===== config.mk =====
export PLATFORM = sky130hd
export DESIGN_NAME = annexb_start_code_scanner_top_flat
export DESIGN_NICKNAME = d
export VERILOG_FILES = /design/src/rtl/abx_pkg.sv /design/src/rtl/abx_if.sv /design/src/rtl/abx_cfg_regs.sv /design/src/rtl/abx_scan_core.sv /design/src/rtl/annexb_start_code_scanner_top.sv /design/src/flat_wrapper.sv
export VERILOG_INCLUDE_DIRS = /design/src /design/src/rtl
export SDC_FILE = /design/constraint.sdc
export NUM_CORES = 1
export LEC_CHECK = 0
export ABC_CLOCK_PERIOD_IN_PS = 23600
export BUFFER_PORTS_ARGS = -buffer_cell sky130_fd_sc_hd__buf_2
export CAP_MARGIN = 20
export CORE_MARGIN = 2
export CORE_UTILIZATION = 64
export DETAILED_ROUTE_END_ITERATION = 10
export GPL_ROUTABILITY_DRIVEN = 0
export PLACE_DENSITY_LB_ADDON = 0.2
export RECOVER_POWER = 100
export SETUP_SLACK_MARGIN = 0.2
export SYNTH_ARGS = -nofsm -noshare
export SYNTH_HDL_FRONTEND = slang
export SYNTH_HIERARCHICAL = 1
export SYNTH_SLANG_ARGS = --single-unit

===== constraint.sdc =====
create_clock -name clk -period 23.6 [get_ports clk]
set_clock_uncertainty 0.05 [all_clocks]
set_input_delay 0 -clock clk [delete_from_list [all_inputs] [get_ports clk]]
set_output_delay 0 -clock clk [all_outputs]
set_load 0.02 [all_outputs]

===== src/rtl/assert_macros.svh =====
// assertion macros shared by the scanner rtl
`ifndef ASSERT_MACROS_SVH
`define ASSERT_MACROS_SVH
`ifndef ASSERT_OFF
`define ASSERT_ALWAYS(lbl, clk, rst_n, cond, msg) \
	lbl: assert property (@(posedge clk) disable iff (!rst_n) (cond)) else $error(msg);
`define ASSERT_IMPL(lbl, clk, rst_n, ante, cons, msg) \
	lbl: assert property (@(posedge clk) disable iff (!rst_n) (ante) |-> (cons)) else $error(msg);
`define ASSERT_NEXT(lbl, clk, rst_n, ante, cons, msg) \
	lbl: assert property (@(posedge clk) disable iff (!rst_n) (ante) |=> (cons)) else $error(msg);
`else
`define ASSERT_ALWAYS(lbl, clk, rst_n, cond, msg)
`define ASSERT_IMPL(lbl, clk, rst_n, ante, cons, msg)
`define ASSERT_NEXT(lbl, clk, rst_n, ante, cons, msg)
`endif
`endif


===== src/rtl/abx_pkg.sv =====
// shared types and constants for the annex b start code scanner
package abx_pkg;

	localparam int BYTE_W = 8;
	localparam int HIST_DEPTH = 8;
	localparam int ADDR_W = 32;
	localparam int HDR_W = 64;
	localparam int CFG_W = 32;
	localparam int CFG_IDX_W = 1;

	typedef enum logic [CFG_IDX_W-1:0] {
		REG_WINDOW_BASE,
		REG_WINDOW_LENGTH
	} cfg_reg_t;

	typedef struct packed {
		logic [CFG_W-1:0] window_base;
		logic [CFG_W-1:0] window_length;
	} cfg_t;

	typedef struct packed {
		logic              hit;
		logic [ADDR_W-1:0] nal_address;
		logic [HDR_W-1:0]  nal_header;
	} nal_rpt_t;

endpackage


===== src/rtl/abx_if.sv =====
// stream interfaces for input bytes and nal reports
interface abx_byte_if;
	logic                          valid;
	logic                          ready;
	logic [abx_pkg::BYTE_W-1:0]    data_byte;
	logic                          restart;

	modport source (output valid, output data_byte, output restart, input ready);
	modport sink (input valid, input data_byte, input restart, output ready);
endinterface

interface abx_nal_if;
	logic                          valid;
	logic                          ready;
	logic [abx_pkg::ADDR_W-1:0]    nal_address;
	logic [abx_pkg::HDR_W-1:0]     nal_header;

	modport source (output valid, output nal_address, output nal_header, input ready);
	modport sink (input valid, input nal_address, input nal_header, output ready);
endinterface


===== src/rtl/abx_cfg_regs.sv =====
// window base and length configuration registers
module abx_cfg_regs (
	input  logic                            clk,
	input  logic                            arst_n,
	input  logic                            cfg_we,
	input  logic [abx_pkg::CFG_IDX_W-1:0]   cfg_index,
	input  logic [abx_pkg::CFG_W-1:0]       cfg_wdata,
	output abx_pkg::cfg_t                   cfg
);

	abx_pkg::cfg_t cfg_q;

	always_ff @(posedge clk or negedge arst_n) begin
		if (!arst_n) begin
			cfg_q <= '0;
		end else if (cfg_we) begin
			case (abx_pkg::cfg_reg_t'(cfg_index))
				abx_pkg::REG_WINDOW_BASE: begin
					cfg_q.window_base <= cfg_wdata;
				end
				abx_pkg::REG_WINDOW_LENGTH: begin
					cfg_q.window_length <= cfg_wdata;
				end
				default: begin
					cfg_q <= cfg_q;
				end
			endcase
		end
	end

	assign cfg = cfg_q;

endmodule


===== src/rtl/abx_scan_core.sv =====
// scan state, start code detection and nal report generation
`include "assert_macros.svh"

module abx_scan_core #(
	parameter int HEADER_BYTES = 8,
	parameter int ADDR_BITS = 32
) (
	input  logic                          clk,
	input  logic                          arst_n,
	input  logic                          step,
	input  logic [abx_pkg::BYTE_W-1:0]    data_byte,
	input  logic                          restart,
	input  abx_pkg::cfg_t                 cfg,
	output abx_pkg::nal_rpt_t             rpt
);

	localparam int AW = (ADDR_BITS < abx_pkg::ADDR_W) ? ADDR_BITS : abx_pkg::ADDR_W;
	localparam logic [abx_pkg::ADDR_W-1:0] ADDR_MASK = {abx_pkg::ADDR_W{1'b1}} >>
		(abx_pkg::ADDR_W - AW);
	localparam logic [abx_pkg::ADDR_W-1:0] LAG = abx_pkg::ADDR_W'(HEADER_BYTES - 1);

	logic [abx_pkg::BYTE_W-1:0]      hist_q [abx_pkg::HIST_DEPTH];
	logic [abx_pkg::HIST_DEPTH-1:0]  marks_q;
	logic [abx_pkg::ADDR_W-1:0]      off_q;
	logic [1:0]                      zrun_q;

	logic [abx_pkg::BYTE_W-1:0]      hist_e [abx_pkg::HIST_DEPTH];
	logic [abx_pkg::HIST_DEPTH-1:0]  marks_e;
	logic [abx_pkg::ADDR_W-1:0]      off_e;
	logic [1:0]                      zrun_e;
	logic [abx_pkg::HDR_W-1:0]       hdr;
	logic [abx_pkg::ADDR_W-1:0]      poff;
	logic                            off_sat;
	logic                            again;
	logic                            code_end;

	// restart clears the scan before this word is looked at
	always_comb begin
		for (int k = 0; k < abx_pkg::HIST_DEPTH; k++) begin
			hist_e[k] = restart ? '0 : hist_q[k];
		end
		marks_e = restart ? '0 : marks_q;
		off_e = restart ? '0 : off_q;
		zrun_e = restart ? '0 : zrun_q;
	end

	always_comb begin
		hdr = '0;
		for (int j = 0; j < abx_pkg::HIST_DEPTH; j++) begin
			if (j < HEADER_BYTES - 1) begin
				hdr[abx_pkg::HDR_W-1-8*j -: 8] = hist_e[3'(HEADER_BYTES - 2 - j)];
			end else if (j == HEADER_BYTES - 1) begin
				hdr[abx_pkg::HDR_W-1-8*j -: 8] = data_byte;
			end
		end
	end

	assign off_sat = (off_e == {abx_pkg::ADDR_W{1'b1}});
	assign poff = off_e - LAG;
	// payload that opens with another start code is skipped
	assign again = (hdr[63:56] == 8'h00) && (hdr[55:48] == 8'h00) &&
		((hdr[47:40] == 8'h01) || ((hdr[47:40] == 8'h00) && (hdr[39:32] == 8'h01)));
	assign code_end = (data_byte == 8'h01) && (zrun_e >= 2'd2);

	always_comb begin
		rpt.hit = marks_e[HEADER_BYTES-1] && !off_sat && !again &&
			(poff < cfg.window_length);
		rpt.nal_address = (cfg.window_base + poff) & ADDR_MASK;
		rpt.nal_header = hdr;
	end

	always_ff @(posedge clk or negedge arst_n) begin
		if (!arst_n) begin
			for (int k = 0; k < abx_pkg::HIST_DEPTH; k++) begin
				hist_q[k] <= '0;
			end
			marks_q <= '0;
			off_q <= '0;
			zrun_q <= '0;
		end else if (step) begin
			hist_q[0] <= data_byte;
			for (int k = 1; k < abx_pkg::HIST_DEPTH; k++) begin
				hist_q[k] <= hist_e[k-1];
			end
			marks_q <= {marks_e[abx_pkg::HIST_DEPTH-2:0], code_end};
			if (data_byte == 8'h00) begin
				zrun_q <= (zrun_e == 2'd3) ? 2'd3 : zrun_e + 2'd1;
			end else begin
				zrun_q <= 2'd0;
			end
			off_q <= off_sat ? off_e : off_e + 1'b1;
		end
	end

	`ASSERT_IMPL(a_zrun_hist, clk, arst_n, zrun_q != 2'd0, hist_q[0] == 8'h00, "zero run without zero byte")
	`ASSERT_NEXT(a_off_count, clk, arst_n, step && !restart && !off_sat, off_q == $past(off_q) + 1'b1, "offset did not count")
	`ASSERT_IMPL(a_hit_window, clk, arst_n, rpt.hit, poff < cfg.window_length, "report outside window")

endmodule


===== src/rtl/annexb_start_code_scanner_top.sv =====
// Pipeline: an accepted word is held in the input register and its nal report in the report register.
// Throughput: one byte per cycle while no stalled report holds the report register; the input register and the
// report register are separated so a stalled report does not stop the input while a slot is free.
// Reset: arst_n clears config to zero, the scan history, offset and valid flags.
// top level of the annex b start code scanner
`include "assert_macros.svh"

module annexb_start_code_scanner_top #(
	parameter int HEADER_BYTES = 8,
	parameter int ADDR_BITS = 32
) (
	input  logic                            clk,
	input  logic                            arst_n,
	input  logic                            cfg_we,
	input  logic [abx_pkg::CFG_IDX_W-1:0]   cfg_index,
	input  logic [abx_pkg::CFG_W-1:0]       cfg_wdata,
	abx_byte_if.sink                        byte_in,
	abx_nal_if.source                       nal_out
);

	abx_pkg::cfg_t                 cfg;
	abx_pkg::nal_rpt_t             rpt;

	logic                          valid_s1;
	logic [abx_pkg::BYTE_W-1:0]    byte_s1;
	logic                          restart_s1;
	logic                          adv_s1;
	logic                          out_valid_q;
	logic [abx_pkg::ADDR_W-1:0]    out_addr_q;
	logic [abx_pkg::HDR_W-1:0]     out_hdr_q;

	abx_cfg_regs u_cfg (
		.clk       (clk),
		.arst_n    (arst_n),
		.cfg_we    (cfg_we),
		.cfg_index (cfg_index),
		.cfg_wdata (cfg_wdata),
		.cfg       (cfg)
	);

	abx_scan_core #(
		.HEADER_BYTES (HEADER_BYTES),
		.ADDR_BITS    (ADDR_BITS)
	) u_core (
		.clk       (clk),
		.arst_n    (arst_n),
		.step      (adv_s1),
		.data_byte (byte_s1),
		.restart   (restart_s1),
		.cfg       (cfg),
		.rpt       (rpt)
	);

	assign adv_s1 = valid_s1 && (!out_valid_q || nal_out.ready);
	assign byte_in.ready = !valid_s1 || adv_s1;

	always_ff @(posedge clk or negedge arst_n) begin
		if (!arst_n) begin
			valid_s1 <= 1'b0;
			out_valid_q <= 1'b0;
		end else begin
			if (byte_in.ready) begin
				valid_s1 <= byte_in.valid;
			end
			if (adv_s1) begin
				out_valid_q <= rpt.hit;
			end else if (nal_out.ready) begin
				out_valid_q <= 1'b0;
			end
		end
	end

	always_ff @(posedge clk) begin
		if (byte_in.valid && byte_in.ready) begin
			byte_s1 <= byte_in.data_byte;
			restart_s1 <= byte_in.restart;
		end
		if (adv_s1 && rpt.hit) begin
			out_addr_q <= rpt.nal_address;
			out_hdr_q <= rpt.nal_header;
		end
	end

	assign nal_out.valid = out_valid_q;
	assign nal_out.nal_address = out_addr_q;
	assign nal_out.nal_header = out_hdr_q;

	`ASSERT_IMPL(a_rise_after_adv, clk, arst_n, $rose(out_valid_q), $past(adv_s1), "report without advance")
	`ASSERT_IMPL(a_no_nested_code, clk, arst_n, out_valid_q, !((out_hdr_q[63:48] == 16'h0000) && (out_hdr_q[47:40] == 8'h01)), "report starts with start code")
	`ASSERT_IMPL(a_stall_holds_s1, clk, arst_n, !byte_in.ready, valid_s1 && out_valid_q, "input stalled without full pipe")

endmodule


===== src/flat_wrapper.sv =====
// flat-port wrapper written by rule: the top's interface ports become plain ports
module annexb_start_code_scanner_top_flat 
#(
	parameter int HEADER_BYTES = 8,
	parameter int ADDR_BITS = 32
)
  (clk, arst_n, cfg_we, cfg_index, cfg_wdata, byte_in_valid, byte_in_data_byte, byte_in_restart, byte_in_ready, nal_out_valid, nal_out_nal_address, nal_out_nal_header, nal_out_ready);
  abx_byte_if byte_in_i ();
  abx_nal_if nal_out_i ();
  input  logic clk;
  input  logic arst_n;
  input  logic cfg_we;
  input  logic [abx_pkg::CFG_IDX_W-1:0] cfg_index;
  input  logic [abx_pkg::CFG_W-1:0] cfg_wdata;
  input wire logic [$bits(byte_in_i.valid)-1:0] byte_in_valid;
  input wire logic [$bits(byte_in_i.data_byte)-1:0] byte_in_data_byte;
  input wire logic [$bits(byte_in_i.restart)-1:0] byte_in_restart;
  output wire logic [$bits(byte_in_i.ready)-1:0] byte_in_ready;
  output wire logic [$bits(nal_out_i.valid)-1:0] nal_out_valid;
  output wire logic [$bits(nal_out_i.nal_address)-1:0] nal_out_nal_address;
  output wire logic [$bits(nal_out_i.nal_header)-1:0] nal_out_nal_header;
  input wire logic [$bits(nal_out_i.ready)-1:0] nal_out_ready;
  assign byte_in_i.valid = byte_in_valid;
  assign byte_in_i.data_byte = byte_in_data_byte;
  assign byte_in_i.restart = byte_in_restart;
  assign byte_in_ready = byte_in_i.ready;
  assign nal_out_valid = nal_out_i.valid;
  assign nal_out_nal_address = nal_out_i.nal_address;
  assign nal_out_nal_header = nal_out_i.nal_header;
  assign nal_out_i.ready = nal_out_ready;
  annexb_start_code_scanner_top #(.HEADER_BYTES(HEADER_BYTES), .ADDR_BITS(ADDR_BITS)) u_core (.clk(clk), .arst_n(arst_n), .cfg_we(cfg_we), .cfg_index(cfg_index), .cfg_wdata(cfg_wdata), .byte_in(byte_in_i), .nal_out(nal_out_i));
endmodule

# Yosys cells after proc, flatten, opt, wreduce, memory -nomap -nowiden
# Cells that the tools add are included.
[totals] register_bits=221 in_bits=47 output_inout_bits=98
[op_classes] add_sub_neg=4 n_lt_le_gt_ge=2 eq_ne=3 muxes=11 bitwise=1 reduce_logical=15
[op_table] cell="$mux 32" n=2
[op_table] cell="$add 32x1->32 const B" n=1
[op_table] cell="$add 32x32->32" n=1
[op_table] cell="$eq 32x32->1 const B" n=1
[op_table] cell="$lt 32x32->1" n=1
[op_table] cell="$mux 8" n=4
[op_table] cell="$sub 32x3->32 const B" n=1
[op_table] cell="$eq 8x1->1 const B" n=1
[op_table] cell="$logic_not 8->1" n=1
[op_table] cell="$logic_and 1x1->1" n=6
[op_table] cell="$mux 2" n=3
[op_table] cell="$reduce_and 2->1" n=2
[op_table] cell="$logic_not 1->1" n=3
[op_table] cell="$add 2x1->2 const B" n=1
[op_table] cell="$eq 2x2->1 const B" n=1
[op_table] cell="$ge 2x2->1 const B" n=1
[op_table] cell="$logic_or 1x1->1" n=2
[op_table] cell="$mux 1" n=2
[op_table] cell="$reduce_bool 2->1" n=1
[op_table] cell="$not 1->1" n=1

# Depth between registers and ports, before layout
[logic_depth] word_depth=6 depth_mapped=20 depth_no_buf=17

# Hierarchy
# Netlist, hierarchy kept.
[by_module_without_submodules] mod="abx_scan_core" n_inst=1 cells_each=851 area_each_um2=7105.6
[by_module_without_submodules] mod="annexb_start_code_scanner_top" n_inst=1 cells_each=115 area_each_um2=3261.9
[by_module_without_submodules] mod="abx_cfg_regs" n_inst=1 cells_each=137 area_each_um2=2426.1

# Least setup slack after synthesis
# Ideal clock, no wire load.
[synth_path] kind="register to register" startpoint="reg u_core.restart_s1" endpoint="reg u_core.out_addr_q, in the netlist u_core/nal_out.nal_address[0], enable pin" setup_time_ns=0.563 arrival_ns=8.125 t_required_ns=22.987 setup_slack_ns=14.862 path_stages_with_launch=21 path_buffers=3 path_cell_list="edfxtp_1 > clkbuf_1 > clkbuf_1 > clkbuf_1 > nor2b_1 > ha_1 > a2111o_1 > nor2_1 > nand2_1 > or3_1 > o21ai_0 > or3b_1 > ha_1 > a21o_1 > nand3_1 > a21oi_1 > nor2_1 > a311oi_1 > nor3_1 > nand2_1 > nor2b_1"
[synth_lines] element="start: declaration" line_no="annexb_start_code_scanner_top.sv:26" source="logic restart_s1;"
[synth_lines] element="start signal: assignment" line_no="annexb_start_code_scanner_top.sv:76" source="restart_s1 <= byte_in.restart;"
[synth_lines] element="end signal: assignment" line_no="annexb_start_code_scanner_top.sv:79" source="out_addr_q <= rpt.nal_address;"
[synth_lines] element="end: declaration" line_no="annexb_start_code_scanner_top.sv:29" source="logic [abx_pkg::ADDR_W-1:0] out_addr_q;"

==> results.toml <==
[status]
outcome = "complete, but fails checks"
violations = "capacitance limit, slew limit"

[timing]
slew_viol_final = 480
finalHoldViolations = 0
fin_ws_ps = 14030
period_needed_ps = 9570
worst_pin_slew_ps = 4020
fmax_ghz = 0.105
finalCritPeriodShare = 0.405
max_slew_margin = -1.68
finalSetupViolations = 0
rsz0062_at_grt = "false"
tns_ps = 0

[detailed_routing]
antenna_left = 0
route.detailed.wl_per_inst_um = 17.6
met1_length_um = 11700
dr.pass1.iters = 5
route.detailed.drc = 0
wl_met3_um = 1510
viasPerCell = 5.73
wl_met2_um = 13700
wirelength_um = 27500
dr.max_layer_used = "met4"
drtIter0Drc = 533
dr_total_vias = 8945

[clocking]
clock-sinks = 245
cts_buffer_depth = 3
cts-resized-gates = 0
cts_tree = "yes"
cts_made_buffers = 26
htree_num_levels = 1
clkTransAtPathRegs_ps = 60
clock_tree.root_cell = "clkbuf_16"
clock_latency_ps = 530
cts_setup_buffers = 0

[floorplanning]
die_area_um2 = 21100
rows = 51
pin_count = 145
core_area_um2 = 19500
die_y_um = 145
initial_utilization = 0.655
die_w_um = 145

[logic_synthesis]
synth_top_area_share = 0.274
ys_types = 75
yosysMostFrequentCell = "dfrtp_1"
synth-seq-cells = 245
synthTopCellsByCount = "140 x dfrtp_1, 105 x edfxtp_1, 90 x mux2_2"
synth.top_cells.by_area = "dfrtp_1 27%, edfxtp_1 25%, mux2_2 7.9%"
synth_edf_count = 105
synthArstFlopShare = 0.571
syn_avg_cell_area_um2 = 11.6
synth_top_area_cell = "dfrtp_1"
synth_ff_type = "dfrtp_1"
netlist_area_um2 = 12800
netlist_instances = 1103
seq_area_frac_synth = 0.520
synth_warnings = 6

[power_and_ir_drop]
power.share.combinational = 0.255
p_seq_frac = 0.404
power_density_nw_per_um2 = 84.6
swShare = 0.293
p_leak_nw = 6.03
ir_drop_uv = 64.5
switchingPower_mw = 0.365
p_int_mw = 0.881
p_clk_frac = 0.341

[cells_and_area]
num_antenna_cells = 0
area_delta_synth_final_pct = 15.2
layout-drive-gt1-share = 0.149
stdcell_count = 1562
nets = 1393

[setup_path]
startpoint_type = "flip-flop"
end_kind = "flip-flop"
r2r_start = "u_core/restart_s1$_DFFE_PP_"
r2r_setup_slack_ps = 14030
crit_buf_inv = 2
cp.required_ps = 23640
worst_ep_arrival_time_ps = 9610
criticalPathCategory = "flip-flop to flip-flop"
r2r_end = "u_core/nal_out.nal_header[48]$_DFFE_PP_"
rr_worst_depth = 18
worstPathCellList = "clkbuf_1, nor2b_1, ha_1, a2111o_1, nor2_1, nand3_1, nor2b_1, and3_1, o21bai_1, ha_1, a21o_1, a21o_1, a2111oi_0, o21ai_0, nor3_1, nand2_1, nor2b_4, clkbuf_1"
critical-path-max-stage-delay_ps = 2810
critPathTopFamily = "buffers and inverters"
crit_slowest_cell = "clkbuf_1"
path_max_fanout = 107

[placed_design]
dpl.hpwl_um = 18500
port_buffers = 144
dp_slack_ps = 18180
placed_cells = 1466

[hold_path]
min_path_cells = 2
hp-start = "byte_in_data_byte[5]"
min_path_type = "primary input to flip-flop"
whs_endpoint = "u_core/byte_s1[5]$_DFFE_PP_"

[run]
max-cap-violations = 8

[global_route]
grt_pass1_wl_um = 45100
antenna_found_initial = 0
grt_usage = 0.261
grt_max_degree = 108
grt_overflow = 0
grt_pass1_vias = 9016
-- through the flow --
stage	hold slack, ps	cell area (um^2)	utilization	power (mW)
after floorplan	-346	12900	-	0.745
after global placement	13.8	13600	0.694	0.805
after detailed placement	15.1	13600	0.694	0.816
after CTS	7.80	14900	0.764	1.25
after global routing	124	14700	0.755	1.31
final	128	14700	0.755	1.25
-- power by group through the flow --
stage	Sequential (mW)	Combinational, mW	Clock (mW)
2_1_floorplan	0.503	0.242	0
3_3_place_gp	0.509	0.296	0
3_5_place_dp	0.511	0.305	0
4_1_cts	0.503	0.314	0.431
5_1_grt	0.507	0.354	0.450
6_report	0.503	0.318	0.425
-- worst max-delay path by stage --
| stage | from | slack [ps] | endpoint | depth (start not counted) |
|---|---|---|---|---|
| floorplan | u_core/restart_s1$_DFFE_PP_ | 14860 | u_core/nal_out.nal_address[0]$_DFFE_PP_ | 20 |
| CTS | u_core/restart_s1$_DFFE_PP_ | 18040 | u_core/nal_out.nal_address[13]$_DFFE_PP_ | 17 |
| global placement | u_core/restart_s1$_DFFE_PP_ | 18290 | u_core/nal_out.nal_header[44]$_DFFE_PP_ | 18 |
| finish | u_core/restart_s1$_DFFE_PP_ | 14030 | u_core/nal_out.nal_header[48]$_DFFE_PP_ | 18 |
| detailed placement | u_core/restart_s1$_DFFE_PP_ | 18180 | u_core/nal_out.nal_header[58]$_DFFE_PP_ | 18 |
| global route | u_core/restart_s1$_DFFE_PP_ | 12860 | u_core/nal_out.nal_address[16]$_DFFE_PP_ | 17 |
-- worst reg2reg max path, delay by kind of cell, from the launching register on --
family	cells	cell delay [ps]
adder cells (fa/ha/maj)	2	690
AND/OR/NAND/NOR	8	1710
AO/OA/AOI/OAI	6	1490
flip-flops	1	320
buffers and inverters	2	4860
-- state kept, by name, summed over array words and instances, names as in the netlist --
signal and count:
u_core/nal_out.nal_address 32, u_core/restart_s1 1, u_core/u_core/hist_q 32, u_core/u_cfg/cfg 64, u_core/u_core/zrun_q 2, u_core/u_core/off_q 32
u_core/nal_out.valid 1, u_core/valid_s1 1, u_core/u_core/marks_q 8, u_core/byte_s1 8, u_core/nal_out.nal_header 64
-- final cells by class --
class                      count  area, um^2
clock buffer                  31         701
clock inverter                17         206
fill                        1368        4790
inverter                      46         173
multi-input combinational    760        5580
sequential                   245        6660
tap                          265         332
timing repair buffer         198        1090
-- cell families (layout without fill, tap and decap cells) --
logic type	after synthesis	after routing	share of synthesized area
AND/OR/NAND/NOR	334	334	0.143
flip-flops	245	245	0.520
AO/OA/AOI/OAI	157	157	0.0771
buffers and inverters	121	292	0.0484
multiplexers	99	99	0.0894
XOR/XNOR	77	77	0.0533
adder cells (fa/ha/maj)	69	69	0.0681
other	1	24	0.000293
-- layout by cell type, fill, tap and decap left out, types with 6 or more instances in the layout --
master / instances
edfxtp_1: 105
nor4_1: 11
and3_1: 13
a21oi_1: 46
nand2b_1: 26
clkbuf_1: 110
o22ai_1: 8
nand3b_1: 13
nor3_1: 18
nor2_1: 49
o21ai_0: 38
buf_2: 44
mux2_1: 7
dfrtp_1: 140
ha_1: 68
a21o_1: 18
conb_1: 24
dlygate4sd3_1: 47
nand4_1: 19
nand2_1: 82
clkbuf_16: 27
clkinv_2: 6
mux2_2: 90
nand3_1: 20
xnor2_1: 41
or3_1: 8
xor2_1: 35
nor2b_1: 42
inv_1: 46
-- per-layer routing --
metal / global-route usage / vias up
met2: 0.444 / 310
met1: 0.357 / 4340
li1: - / 4244
met5: 0 / -
met3: 0.0364 / 51
met4: 0.0672 / 0
-- what timing repair did --
item                       in CTS  in global routing
hold buffers                   45                  2
setup endpoints to repair       0                  0
hold endpoints to repair      155                  9
Power figures use the tool's default switching activity.
